$ cat config.mk
export PLATFORM = sky130hd
export DESIGN_NAME = datetime_difference_flat
export DESIGN_NICKNAME = d
export VERILOG_FILES = /design/src/hdl/ddiff_pkg.sv /design/src/hdl/ddiff_in_if.sv /design/src/hdl/ddiff_out_if.sv /design/src/hdl/ddiff_stamp.sv /design/src/hdl/ddiff_dist.sv /design/src/hdl/datetime_difference.sv /design/src/flat_wrapper.sv
export SDC_FILE = /design/constraint.sdc
export NUM_CORES = 2
export LEC_CHECK = 0
export ABC_AREA = 1
export BUFFER_PORTS_ARGS = -buffer_cell sky130_fd_sc_hd__clkbuf_2
export CAP_MARGIN = 20
export CORE_MARGIN = 3
export CORE_UTILIZATION = 55
export DETAILED_ROUTE_END_ITERATION = 8
export PLACE_DENSITY_LB_ADDON = 0.3
export REMOVE_ABC_BUFFERS = 1
export SLEW_MARGIN = 40
export SYNTH_ARGS = -nofsm -noshare
export SYNTH_HDL_FRONTEND = slang
export SYNTH_HIERARCHICAL = 1
export SYNTH_SLANG_ARGS = --single-unit
$ cat constraint.sdc
create_clock -name clk_i -period 65.1 [get_ports clk_i]
set_clock_uncertainty 0.2 [all_clocks]
set_input_delay 6.51 -clock clk_i [delete_from_list [all_inputs] [get_ports clk_i]]
set_output_delay 6.51 -clock clk_i [all_outputs]
set_load 0.02 [all_outputs]
$ cat src/hdl/ddiff_pkg.sv
// ----------------------------------------------------------------------------
// ddiff_pkg
// Shared widths, constants and the month offset table for the date-time
// difference pipeline.
// ----------------------------------------------------------------------------
package ddiff_pkg;

  // Field widths of the input and result transactions
  localparam int unsigned DayW   = 5;
  localparam int unsigned MonthW = 4;
  localparam int unsigned YearW  = 14;
  localparam int unsigned HourW  = 5;
  localparam int unsigned MinW   = 6;

  localparam int unsigned DaysW  = 22;
  localparam int unsigned HoursW = 27;
  localparam int unsigned MinsW  = 33;

  // Internal count widths (full range of a 14-bit year)
  localparam int unsigned SerialW   = 23;
  localparam int unsigned HourCntW  = 28;
  localparam int unsigned MinCntW   = 34;
  localparam int unsigned MonOffW   = 9;
  localparam int unsigned QuartW    = YearW - 2;
  localparam int unsigned CentW     = 8;
  localparam int unsigned QuadCentW = 6;

  // Reciprocal constants: x/25 = (x*1311)>>15, x/100 = (x*5243)>>19, x < 4096
  localparam int unsigned Recip25       = 1311;
  localparam int unsigned Recip25Shift  = 15;
  localparam int unsigned Recip100      = 5243;
  localparam int unsigned Recip100Shift = 19;
  localparam int unsigned Prod25W       = 24;
  localparam int unsigned Prod100W      = 25;

  localparam int unsigned DaysPerYear     = 365;
  localparam int unsigned HoursPerDay     = 24;
  localparam int unsigned MinsPerHour     = 60;
  localparam int unsigned YearsPerCentury = 100;
  localparam int unsigned MonthMarch      = 3;

  // Register stages from input to output register
  localparam int unsigned NumStages = 6;

  // Days in the months before the given one (non-leap); month zero counts
  // as January, months above twelve as December.
  function automatic logic [MonOffW-1:0] month_offset(logic [MonthW-1:0] m);
    logic [MonOffW-1:0] off;
    case (m)
      4'd0, 4'd1: off = 9'd0;
      4'd2:       off = 9'd31;
      4'd3:       off = 9'd59;
      4'd4:       off = 9'd90;
      4'd5:       off = 9'd120;
      4'd6:       off = 9'd151;
      4'd7:       off = 9'd181;
      4'd8:       off = 9'd212;
      4'd9:       off = 9'd243;
      4'd10:      off = 9'd273;
      4'd11:      off = 9'd304;
      default:    off = 9'd334;
    endcase
    return off;
  endfunction

endpackage

$ cat src/hdl/ddiff_in_if.sv
// ----------------------------------------------------------------------------
// ddiff_in_if
// Input channel: a pair of date-times with valid/ready handshake.
// ----------------------------------------------------------------------------
interface ddiff_in_if;
  import ddiff_pkg::*;

  logic              valid;
  logic              ready;
  logic [DayW-1:0]   a_day;
  logic [MonthW-1:0] a_month;
  logic [YearW-1:0]  a_year;
  logic [HourW-1:0]  a_hour;
  logic [MinW-1:0]   a_minute;
  logic [DayW-1:0]   b_day;
  logic [MonthW-1:0] b_month;
  logic [YearW-1:0]  b_year;
  logic [HourW-1:0]  b_hour;
  logic [MinW-1:0]   b_minute;

  modport source (
    output valid, a_day, a_month, a_year, a_hour, a_minute,
    output b_day, b_month, b_year, b_hour, b_minute,
    input  ready
  );

  modport sink (
    input  valid, a_day, a_month, a_year, a_hour, a_minute,
    input  b_day, b_month, b_year, b_hour, b_minute,
    output ready
  );
endinterface

$ cat src/hdl/ddiff_out_if.sv
// ----------------------------------------------------------------------------
// ddiff_out_if
// Result channel: day, hour and minute distances plus ordering flag.
// ----------------------------------------------------------------------------
interface ddiff_out_if;
  import ddiff_pkg::*;

  logic              valid;
  logic              ready;
  logic [DaysW-1:0]  days_apart;
  logic [HoursW-1:0] hours_apart;
  logic [MinsW-1:0]  minutes_apart;
  logic              first_is_later;

  modport source (
    output valid, days_apart, hours_apart, minutes_apart, first_is_later,
    input  ready
  );

  modport sink (
    input  valid, days_apart, hours_apart, minutes_apart, first_is_later,
    output ready
  );
endinterface

$ cat src/hdl/ddiff_stamp.sv
// ----------------------------------------------------------------------------
// ddiff_stamp
// Five-stage pipeline turning one date-time into serial day (stage 3),
// hour count (stage 4) and minute count (stage 5).
// ----------------------------------------------------------------------------
module ddiff_stamp (
  input  logic                            clk_i,
  input  logic                            en_i,
  input  logic [ddiff_pkg::DayW-1:0]      day_i,
  input  logic [ddiff_pkg::MonthW-1:0]    month_i,
  input  logic [ddiff_pkg::YearW-1:0]     year_i,
  input  logic [ddiff_pkg::HourW-1:0]     hour_i,
  input  logic [ddiff_pkg::MinW-1:0]      minute_i,
  output logic [ddiff_pkg::SerialW-1:0]   serial_o,
  output logic [ddiff_pkg::HourCntW-1:0]  hours_o,
  output logic [ddiff_pkg::MinCntW-1:0]   minutes_o
);
  import ddiff_pkg::*;

  // Stage 1: years before this one and their century quotients
  logic [YearW-1:0]    prior_d;
  logic [QuartW-1:0]   prior_quart;
  logic [QuartW-1:0]   year_quart;
  logic [Prod25W-1:0]  p100_prod;
  logic [Prod100W-1:0] p400_prod;
  logic [Prod25W-1:0]  y100_prod;

  logic [YearW-1:0]     year1_q, prior1_q;
  logic [CentW-1:0]     p100_1_q, y100_1_q;
  logic [QuadCentW-1:0] p400_1_q;
  logic [MonthW-1:0]    month1_q;
  logic [DayW-1:0]      day1_q;
  logic [HourW-1:0]     hour1_q;
  logic [MinW-1:0]      min1_q;

  assign prior_d     = (year_i == '0) ? '0 : year_i - YearW'(1);
  assign prior_quart = prior_d[YearW-1:2];
  assign year_quart  = year_i[YearW-1:2];
  // floor(x/100) = floor(floor(x/4)/25), floor(x/400) = floor(floor(x/4)/100)
  assign p100_prod   = Prod25W'(prior_quart) * Prod25W'(Recip25);
  assign p400_prod   = Prod100W'(prior_quart) * Prod100W'(Recip100);
  assign y100_prod   = Prod25W'(year_quart) * Prod25W'(Recip25);

  always_ff @(posedge clk_i) begin
    if (en_i) begin
      year1_q  <= year_i;
      prior1_q <= prior_d;
      p100_1_q <= p100_prod[Recip25Shift +: CentW];
      p400_1_q <= p400_prod[Recip100Shift +: QuadCentW];
      y100_1_q <= y100_prod[Recip25Shift +: CentW];
      month1_q <= month_i;
      day1_q   <= day_i;
      hour1_q  <= hour_i;
      min1_q   <= minute_i;
    end
  end

  // Stage 2: days in prior years, month offset with leap February
  logic [YearW-1:0]   cent_year;
  logic               leap;
  logic [SerialW-1:0] base_d;
  logic [MonOffW-1:0] moff_d;

  logic [SerialW-1:0] base2_q;
  logic [MonOffW-1:0] moff2_q;
  logic [DayW-1:0]    day2_q;
  logic [HourW-1:0]   hour2_q;
  logic [MinW-1:0]    min2_q;

  assign cent_year = YearW'(16'(y100_1_q) * 16'(YearsPerCentury));
  assign leap      = ((year1_q[1:0] == 2'b00) && (year1_q != cent_year)) ||
                     ((year1_q == cent_year) && (y100_1_q[1:0] == 2'b00));
  assign base_d    = SerialW'(prior1_q) * SerialW'(DaysPerYear)
                   + SerialW'(prior1_q[YearW-1:2])
                   - SerialW'(p100_1_q)
                   + SerialW'(p400_1_q);
  assign moff_d    = month_offset(month1_q)
                   + MonOffW'(leap && (month1_q >= MonthW'(MonthMarch)));

  always_ff @(posedge clk_i) begin
    if (en_i) begin
      base2_q <= base_d;
      moff2_q <= moff_d;
      day2_q  <= day1_q;
      hour2_q <= hour1_q;
      min2_q  <= min1_q;
    end
  end

  // Stage 3: serial day number
  logic [SerialW-1:0] serial3_q;
  logic [HourW-1:0]   hour3_q;
  logic [MinW-1:0]    min3_q;

  always_ff @(posedge clk_i) begin
    if (en_i) begin
      serial3_q <= base2_q + SerialW'(moff2_q) + SerialW'(day2_q);
      hour3_q   <= hour2_q;
      min3_q    <= min2_q;
    end
  end

  // Stage 4: hour count
  logic [HourCntW-1:0] hours4_q;
  logic [MinW-1:0]     min4_q;

  always_ff @(posedge clk_i) begin
    if (en_i) begin
      hours4_q <= HourCntW'(serial3_q) * HourCntW'(HoursPerDay) + HourCntW'(hour3_q);
      min4_q   <= min3_q;
    end
  end

  // Stage 5: minute count
  logic [MinCntW-1:0] mins5_q;

  always_ff @(posedge clk_i) begin
    if (en_i) begin
      mins5_q <= MinCntW'(hours4_q) * MinCntW'(MinsPerHour) + MinCntW'(min4_q);
    end
  end

  assign serial_o  = serial3_q;
  assign hours_o   = hours4_q;
  assign minutes_o = mins5_q;

endmodule

$ cat src/hdl/ddiff_dist.sv
// ----------------------------------------------------------------------------
// ddiff_dist
// Stages 4 to 6: absolute differences with saturation, aligned to the
// result register.
// ----------------------------------------------------------------------------
module ddiff_dist (
  input  logic                            clk_i,
  input  logic                            en_i,
  input  logic                            later_i,
  input  logic [ddiff_pkg::SerialW-1:0]   serial_a_i,
  input  logic [ddiff_pkg::SerialW-1:0]   serial_b_i,
  input  logic [ddiff_pkg::HourCntW-1:0]  hours_a_i,
  input  logic [ddiff_pkg::HourCntW-1:0]  hours_b_i,
  input  logic [ddiff_pkg::MinCntW-1:0]   mins_a_i,
  input  logic [ddiff_pkg::MinCntW-1:0]   mins_b_i,
  output logic [ddiff_pkg::DaysW-1:0]     days_o,
  output logic [ddiff_pkg::HoursW-1:0]    hours_o,
  output logic [ddiff_pkg::MinsW-1:0]     mins_o,
  output logic                            later_o
);
  import ddiff_pkg::*;

  // Stage 4: day distance
  logic [SerialW-1:0] ddays;
  logic [DaysW-1:0]   days4_q;
  logic               later4_q;

  assign ddays = (serial_a_i > serial_b_i) ? serial_a_i - serial_b_i
                                           : serial_b_i - serial_a_i;

  always_ff @(posedge clk_i) begin
    if (en_i) begin
      days4_q  <= ddays[SerialW-1] ? '1 : ddays[DaysW-1:0];
      later4_q <= later_i;
    end
  end

  // Stage 5: hour distance
  logic [HourCntW-1:0] dhours;
  logic [DaysW-1:0]    days5_q;
  logic [HoursW-1:0]   hours5_q;
  logic                later5_q;

  assign dhours = (hours_a_i > hours_b_i) ? hours_a_i - hours_b_i
                                          : hours_b_i - hours_a_i;

  always_ff @(posedge clk_i) begin
    if (en_i) begin
      days5_q  <= days4_q;
      hours5_q <= dhours[HourCntW-1] ? '1 : dhours[HoursW-1:0];
      later5_q <= later4_q;
    end
  end

  // Stage 6: minute distance, result register
  logic [MinCntW-1:0] dmins;
  logic [DaysW-1:0]   days6_q;
  logic [HoursW-1:0]  hours6_q;
  logic [MinsW-1:0]   mins6_q;
  logic               later6_q;

  assign dmins = (mins_a_i > mins_b_i) ? mins_a_i - mins_b_i
                                       : mins_b_i - mins_a_i;

  always_ff @(posedge clk_i) begin
    if (en_i) begin
      days6_q  <= days5_q;
      hours6_q <= hours5_q;
      mins6_q  <= dmins[MinCntW-1] ? '1 : dmins[MinsW-1:0];
      later6_q <= later5_q;
    end
  end

  assign days_o  = days6_q;
  assign hours_o = hours6_q;
  assign mins_o  = mins6_q;
  assign later_o = later6_q;

endmodule

$ cat src/hdl/datetime_difference.sv
// ----------------------------------------------------------------------------
// datetime_difference
// Day, hour and minute distance between two Gregorian date-times.
// ----------------------------------------------------------------------------
// Six register stages from input transaction to result register.
// Throughput: one transaction per cycle; all six stages advance together and
// hold as a whole while the result register is full and not taken.
// Reset: asynchronous, clears the stage valid bits only; no other state.
module datetime_difference (
  input  logic        clk_i,
  input  logic        rst_ni,
  ddiff_in_if.sink    in_i,
  ddiff_out_if.source out_o
);
  import ddiff_pkg::*;

  // Pipeline advance: the last stage is empty or is being drained
  logic                 en;
  logic [NumStages-1:0] valid_q;

  assign en        = !valid_q[NumStages-1] || out_o.ready;
  assign in_i.ready = en;

  always_ff @(posedge clk_i or negedge rst_ni) begin
    if (!rst_ni) begin
      valid_q <= '0;
    end else if (en) begin
      valid_q <= {valid_q[NumStages-2:0], in_i.valid};
    end
  end

  // Ordering flag: lexicographic compare of raw fields, carried to stage 3
  logic       later_d;
  logic [2:0] later_q;

  assign later_d = {in_i.a_year, in_i.a_month, in_i.a_day, in_i.a_hour, in_i.a_minute} >
                   {in_i.b_year, in_i.b_month, in_i.b_day, in_i.b_hour, in_i.b_minute};

  always_ff @(posedge clk_i) begin
    if (en) begin
      later_q <= {later_q[1:0], later_d};
    end
  end

  // Per date-time count pipelines
  logic [SerialW-1:0]  serial_a, serial_b;
  logic [HourCntW-1:0] hours_a, hours_b;
  logic [MinCntW-1:0]  mins_a, mins_b;

  ddiff_stamp u_stamp_a (
    .clk_i     (clk_i),
    .en_i      (en),
    .day_i     (in_i.a_day),
    .month_i   (in_i.a_month),
    .year_i    (in_i.a_year),
    .hour_i    (in_i.a_hour),
    .minute_i  (in_i.a_minute),
    .serial_o  (serial_a),
    .hours_o   (hours_a),
    .minutes_o (mins_a)
  );

  ddiff_stamp u_stamp_b (
    .clk_i     (clk_i),
    .en_i      (en),
    .day_i     (in_i.b_day),
    .month_i   (in_i.b_month),
    .year_i    (in_i.b_year),
    .hour_i    (in_i.b_hour),
    .minute_i  (in_i.b_minute),
    .serial_o  (serial_b),
    .hours_o   (hours_b),
    .minutes_o (mins_b)
  );

  // Distances and result register
  ddiff_dist u_dist (
    .clk_i      (clk_i),
    .en_i       (en),
    .later_i    (later_q[2]),
    .serial_a_i (serial_a),
    .serial_b_i (serial_b),
    .hours_a_i  (hours_a),
    .hours_b_i  (hours_b),
    .mins_a_i   (mins_a),
    .mins_b_i   (mins_b),
    .days_o     (out_o.days_apart),
    .hours_o    (out_o.hours_apart),
    .mins_o     (out_o.minutes_apart),
    .later_o    (out_o.first_is_later)
  );

  assign out_o.valid = valid_q[NumStages-1];

  // Same serial day leaves only the hour fields apart
  a_same_day_hours : assert property (@(posedge clk_i) disable iff (!rst_ni)
    (out_o.valid && (out_o.days_apart == '0)) |-> (out_o.hours_apart < HoursW'(32)))
    else $error("hour distance too large for equal day numbers");

  // Same hour count leaves only the minute fields apart
  a_same_hour_mins : assert property (@(posedge clk_i) disable iff (!rst_ni)
    (out_o.valid && (out_o.hours_apart == '0)) |-> (out_o.minutes_apart < MinsW'(64)))
    else $error("minute distance too large for equal hour counts");

  // Input is held back only by a full, untaken result register
  a_stall_cause : assert property (@(posedge clk_i) disable iff (!rst_ni)
    !in_i.ready |-> (valid_q[NumStages-1] && !out_o.ready))
    else $error("input stalled without a pending result");

  // A stalled pipeline keeps its occupancy
  a_stall_hold : assert property (@(posedge clk_i) disable iff (!rst_ni)
    !en |=> $stable(valid_q))
    else $error("stage valid bits changed during a stall");

endmodule
$ cat src/flat_wrapper.sv
// flat-port wrapper written by rule: the top's interface ports become plain ports
module datetime_difference_flat import ddiff_pkg::*;
  (clk_i, rst_ni, in_i_valid, in_i_a_day, in_i_a_month, in_i_a_year, in_i_a_hour, in_i_a_minute, in_i_b_day, in_i_b_month, in_i_b_year, in_i_b_hour, in_i_b_minute, in_i_ready, out_o_valid, out_o_days_apart, out_o_hours_apart, out_o_minutes_apart, out_o_first_is_later, out_o_ready);
  ddiff_in_if in_i_i ();
  ddiff_out_if out_o_i ();
  input  logic clk_i;
  input  logic rst_ni;
  input wire logic [$bits(in_i_i.valid)-1:0] in_i_valid;
  input wire logic [$bits(in_i_i.a_day)-1:0] in_i_a_day;
  input wire logic [$bits(in_i_i.a_month)-1:0] in_i_a_month;
  input wire logic [$bits(in_i_i.a_year)-1:0] in_i_a_year;
  input wire logic [$bits(in_i_i.a_hour)-1:0] in_i_a_hour;
  input wire logic [$bits(in_i_i.a_minute)-1:0] in_i_a_minute;
  input wire logic [$bits(in_i_i.b_day)-1:0] in_i_b_day;
  input wire logic [$bits(in_i_i.b_month)-1:0] in_i_b_month;
  input wire logic [$bits(in_i_i.b_year)-1:0] in_i_b_year;
  input wire logic [$bits(in_i_i.b_hour)-1:0] in_i_b_hour;
  input wire logic [$bits(in_i_i.b_minute)-1:0] in_i_b_minute;
  output wire logic [$bits(in_i_i.ready)-1:0] in_i_ready;
  output wire logic [$bits(out_o_i.valid)-1:0] out_o_valid;
  output wire logic [$bits(out_o_i.days_apart)-1:0] out_o_days_apart;
  output wire logic [$bits(out_o_i.hours_apart)-1:0] out_o_hours_apart;
  output wire logic [$bits(out_o_i.minutes_apart)-1:0] out_o_minutes_apart;
  output wire logic [$bits(out_o_i.first_is_later)-1:0] out_o_first_is_later;
  input wire logic [$bits(out_o_i.ready)-1:0] out_o_ready;
  assign in_i_i.valid = in_i_valid;
  assign in_i_i.a_day = in_i_a_day;
  assign in_i_i.a_month = in_i_a_month;
  assign in_i_i.a_year = in_i_a_year;
  assign in_i_i.a_hour = in_i_a_hour;
  assign in_i_i.a_minute = in_i_a_minute;
  assign in_i_i.b_day = in_i_b_day;
  assign in_i_i.b_month = in_i_b_month;
  assign in_i_i.b_year = in_i_b_year;
  assign in_i_i.b_hour = in_i_b_hour;
  assign in_i_i.b_minute = in_i_b_minute;
  assign in_i_ready = in_i_i.ready;
  assign out_o_valid = out_o_i.valid;
  assign out_o_days_apart = out_o_i.days_apart;
  assign out_o_hours_apart = out_o_i.hours_apart;
  assign out_o_minutes_apart = out_o_i.minutes_apart;
  assign out_o_first_is_later = out_o_i.first_is_later;
  assign out_o_i.ready = out_o_ready;
  datetime_difference u_core (.clk_i(clk_i), .rst_ni(rst_ni), .in_i(in_i_i), .out_o(out_o_i));
endmodule
==> flow_metrics.env <==
export IMPL_cts_root_buf="clkbuf_16"
export IMPL_syn_mean_instance_area_sq_um=7.985
export IMPL_max_cap_viol_count=0
export IMPL_remaining_drc_errors=0
export IMPL_drt_iter0_markers=3716
export IMPL_antenna_found_initial=5
export IMPL_cp_arrival_ps=7470
export IMPL_maxSlewHeadroom_pct=48.01
export IMPL_postCtsSetupRepairBufs=0
export IMPL_ys_flop_type="edfxtp_1"
export IMPL_synthMostInstantiatedCell="nand2_1"
export IMPL_post_route_min_period_ps=14180
export IMPL_ys_seq_area_share_pct=24.79
export IMPL_synthArstFlopShare_pct=0.9631
export IMPL_first_global_vias=58950
export IMPL_slew_violations=0
export IMPL_insertion_delay_ps=710
export IMPL_setup_tns_final_ps=0
export IMPL_cp_buffers_inverters=3
export IMPL_fmax_ghz=0.07050
export IMPL_required_ps=58390
export IMPL_ys_types=62
export IMPL_start_util_pct=55.63
export IMPL_synth_edf_count=599
export IMPL_ys_ff_latch=623
export IMPL_tightestPinTransition_ps=779.8
export IMPL_nets=11260
export IMPL_worstSetupEndpointType="output port"
export IMPL_clockBufferDepth=3
export IMPL_synth_largest_area_cell="edfxtp_1"
export IMPL_finalHoldViolations=0
export IMPL_vias=59100
export IMPL_synth_area_top_cells="edfxtp_1 24%, ha_1 18%, fa_1 15%"
export IMPL_via_per_inst=5.198
export IMPL_ant_nets=0
export IMPL_clk_pin_slew_worst_paths_ps=60
export IMPL_numCtsBuffers=73
export IMPL_crit_top_cell="clkbuf_2"
export IMPL_io_pins=157
export IMPL_grt_pass1_wl_um=313000
export IMPL_die_w_um=374.3
export IMPL_hpwl_um=167100
export IMPL_wl_um=196800
export IMPL_rsz0062_at_grt="false"
export IMPL_wl_per_cell_um=17.31
export IMPL_cp_slowest_stage_delay_ps=500
export IMPL_area_growth_pct=7.144
export IMPL_critical_path_top_delay_family="simple AND/OR/NAND/NOR gates"
export IMPL_portBuffers=156
export IMPL_outcome="finished, final reports clean"
export IMPL_path_max_fanout=44
export IMPL_cts_tree="built"
export IMPL_yosys_area_top_type_share_pct=24.10
export IMPL_first_pass_iters=7
export IMPL_yosysWarnings=6
export IMPL_clock_sinks=623
export IMPL_slowest_stage="nand2_4"
export IMPL_gp_congestion=0.9907
export IMPL_rows=134
export IMPL_grt_max_degree=160
export IMPL_cts_hold_buf=0
export IMPL_syn_area_sq_um=74620
export IMPL_h_tree_depth=3
export IMPL_cp_cell_sequence="clkbuf_2 > inv_1 > nand2_4 > clkbuf_2"
export IMPL_die_area_sq_um=140100
export IMPL_drive_gt1_share_pct=5.177
export IMPL_synthTopCellsByCount="2523 x nand2_1, 2019 x inv_1, 1101 x ha_1"
export IMPL_crit_type="in2out"
export IMPL_nFillCells=12150
export IMPL_grt_overflow_total=0
export IMPL_synthCells=9345
export IMPL_startpoint_type="primary input"
export IMPL_cts_resized=0
export IMPL_finalSetupViolCount=0
export IMPL_holdCritPathClass="reg2reg"
export IMPL_coreArea_sq_um=134100
export IMPL_period_share_pct=21.79
export IMPL_grtUsageTotal_pct=28.14
export IMPL_die_y_um=374.3
cell usage in the layout, fill, tap and decap left out, types with 15 or more instances in the layout:
cell type     n
buf_4        26
nor2_1      540
nand3_1     415
dfxtp_1      18
nand4_1     115
nand2_1    2522
fa_1        542
o21ai_1      19
o21bai_1     29
xnor2_1     112
nand3_2      15
clkbuf_1     16
inv_2        25
edfxtp_1    599
nor2_4       19
inv_1      2019
a21oi_1     431
and2_1       16
nand3b_1     28
clkbuf_2    156
ha_1       1101
o21ai_0     175
a21o_1       19
nand2_2      65
nor2_2       31
xor2_1      228
nor3_1       62
clkbuf_16    74
flip-flops by register name, indices dropped and copies added, names as in the netlist, 23 cells and up, named ones only:
| signal | flops |
|---|---|
| u_core/u_stamp_a/minutes_o | 34 |
| u_core/u_stamp_b/minutes_o | 34 |
| u_core/u_dist/mins_o | 33 |
| u_core/u_stamp_a/hours_o | 28 |
| u_core/u_stamp_b/hours_o | 28 |
| u_core/u_dist/hours5_q | 27 |
| u_core/u_dist/hours_o | 27 |
| u_core/u_stamp_a/base2_q | 23 |
| u_core/u_stamp_a/serial_o | 23 |
| u_core/u_stamp_b/base2_q | 23 |
| u_core/u_stamp_b/serial_o | 23 |
per-stage QoR:
stage                     hold WS (ps)  setup WS, ps  util [%]  instance area, sq um  std cells
final                            196.5         50920     59.61                 79950      11370
after global routing             209.5         50830     59.61                 79950      11370
after CTS                        192.6         50880     59.58                 79920      11370
after detailed placement         204.5         50880     57.77                 77480      11230
after global placement           200.7         50870     57.75                 77460      11230
after floorplan                  200.3         38840         -                 74200       9277
cell type report:
class / count / area [sq um] / share of cell area (%)
Inverter: 2048 / 7690 / 9.618
Antenna cell: 1 / 2.502 / 0.003130
Multi-Input combinational cell: 6606 / 48040 / 60.09
Sequential cell: 623 / 18500 / 23.14
Timing Repair Buffer: 188 / 1069 / 1.336
Tap cell: 1768 / 2212 / 2.767
Clock buffer: 92 / 1939 / 2.426
Clock inverter: 43 / 499.2 / 0.6244
cells by family (layout without fill, tap and decap cells):
kind of cell | after synthesis | in the layout | synth area share (%)
AND/OR/NAND/NOR | 3872 | 3872 | 21.77
buffers and inverters | 2116 | 2371 | 10.87
adder cells (fa/ha/maj) | 1643 | 1643 | 33.00
AO/OA/AOI/OAI | 743 | 743 | 5.396
flip-flops | 623 | 623 | 24.79
XOR/XNOR | 348 | 348 | 4.180
other | 0 | 1 | 0
worst paths after layout:
| kind | startpoint | to | slack, ps | cells after the start |
|---|---|---|---|---|
| max in group asynchronous | rst_ni | u_core/valid_q[5] | 59080 | 1 |
| min in group asynchronous | rst_ni | u_core/valid_q[4] | 5470 | 1 |
| min | u_core/u_dist/days5_q[5] | u_core/u_dist/days_o[5] | 200 | 0 |
| max reg2reg | u_core/u_stamp_a/prior1_q[5] | u_core/u_stamp_a/base2_q[17] | 59710 | 17 |
| max | out_o_ready | in_i_ready | 50920 | 4 |
| min reg2reg | u_core/u_dist/days5_q[5] | u_core/u_dist/days_o[5] | 200 | 0 |
layer usage:
| metal | GRT usage [%] | share of wire [%] | up-vias |
|---|---|---|---|
| li1 | - | - | 29670 |
| met1 | 36.12 | 44 | 27770 |
| met2 | 48.78 | 48 | 1343 |
| met3 | 3.165 | 4.4 | 318 |
| met4 | 10.72 | 4.0 | 2 |
| met5 | 0 | 0.0056 | - |
Power is left out: the tool's default activity adds up to more than one toggle a clock period on the data nets, which glitch-free logic cannot reach.
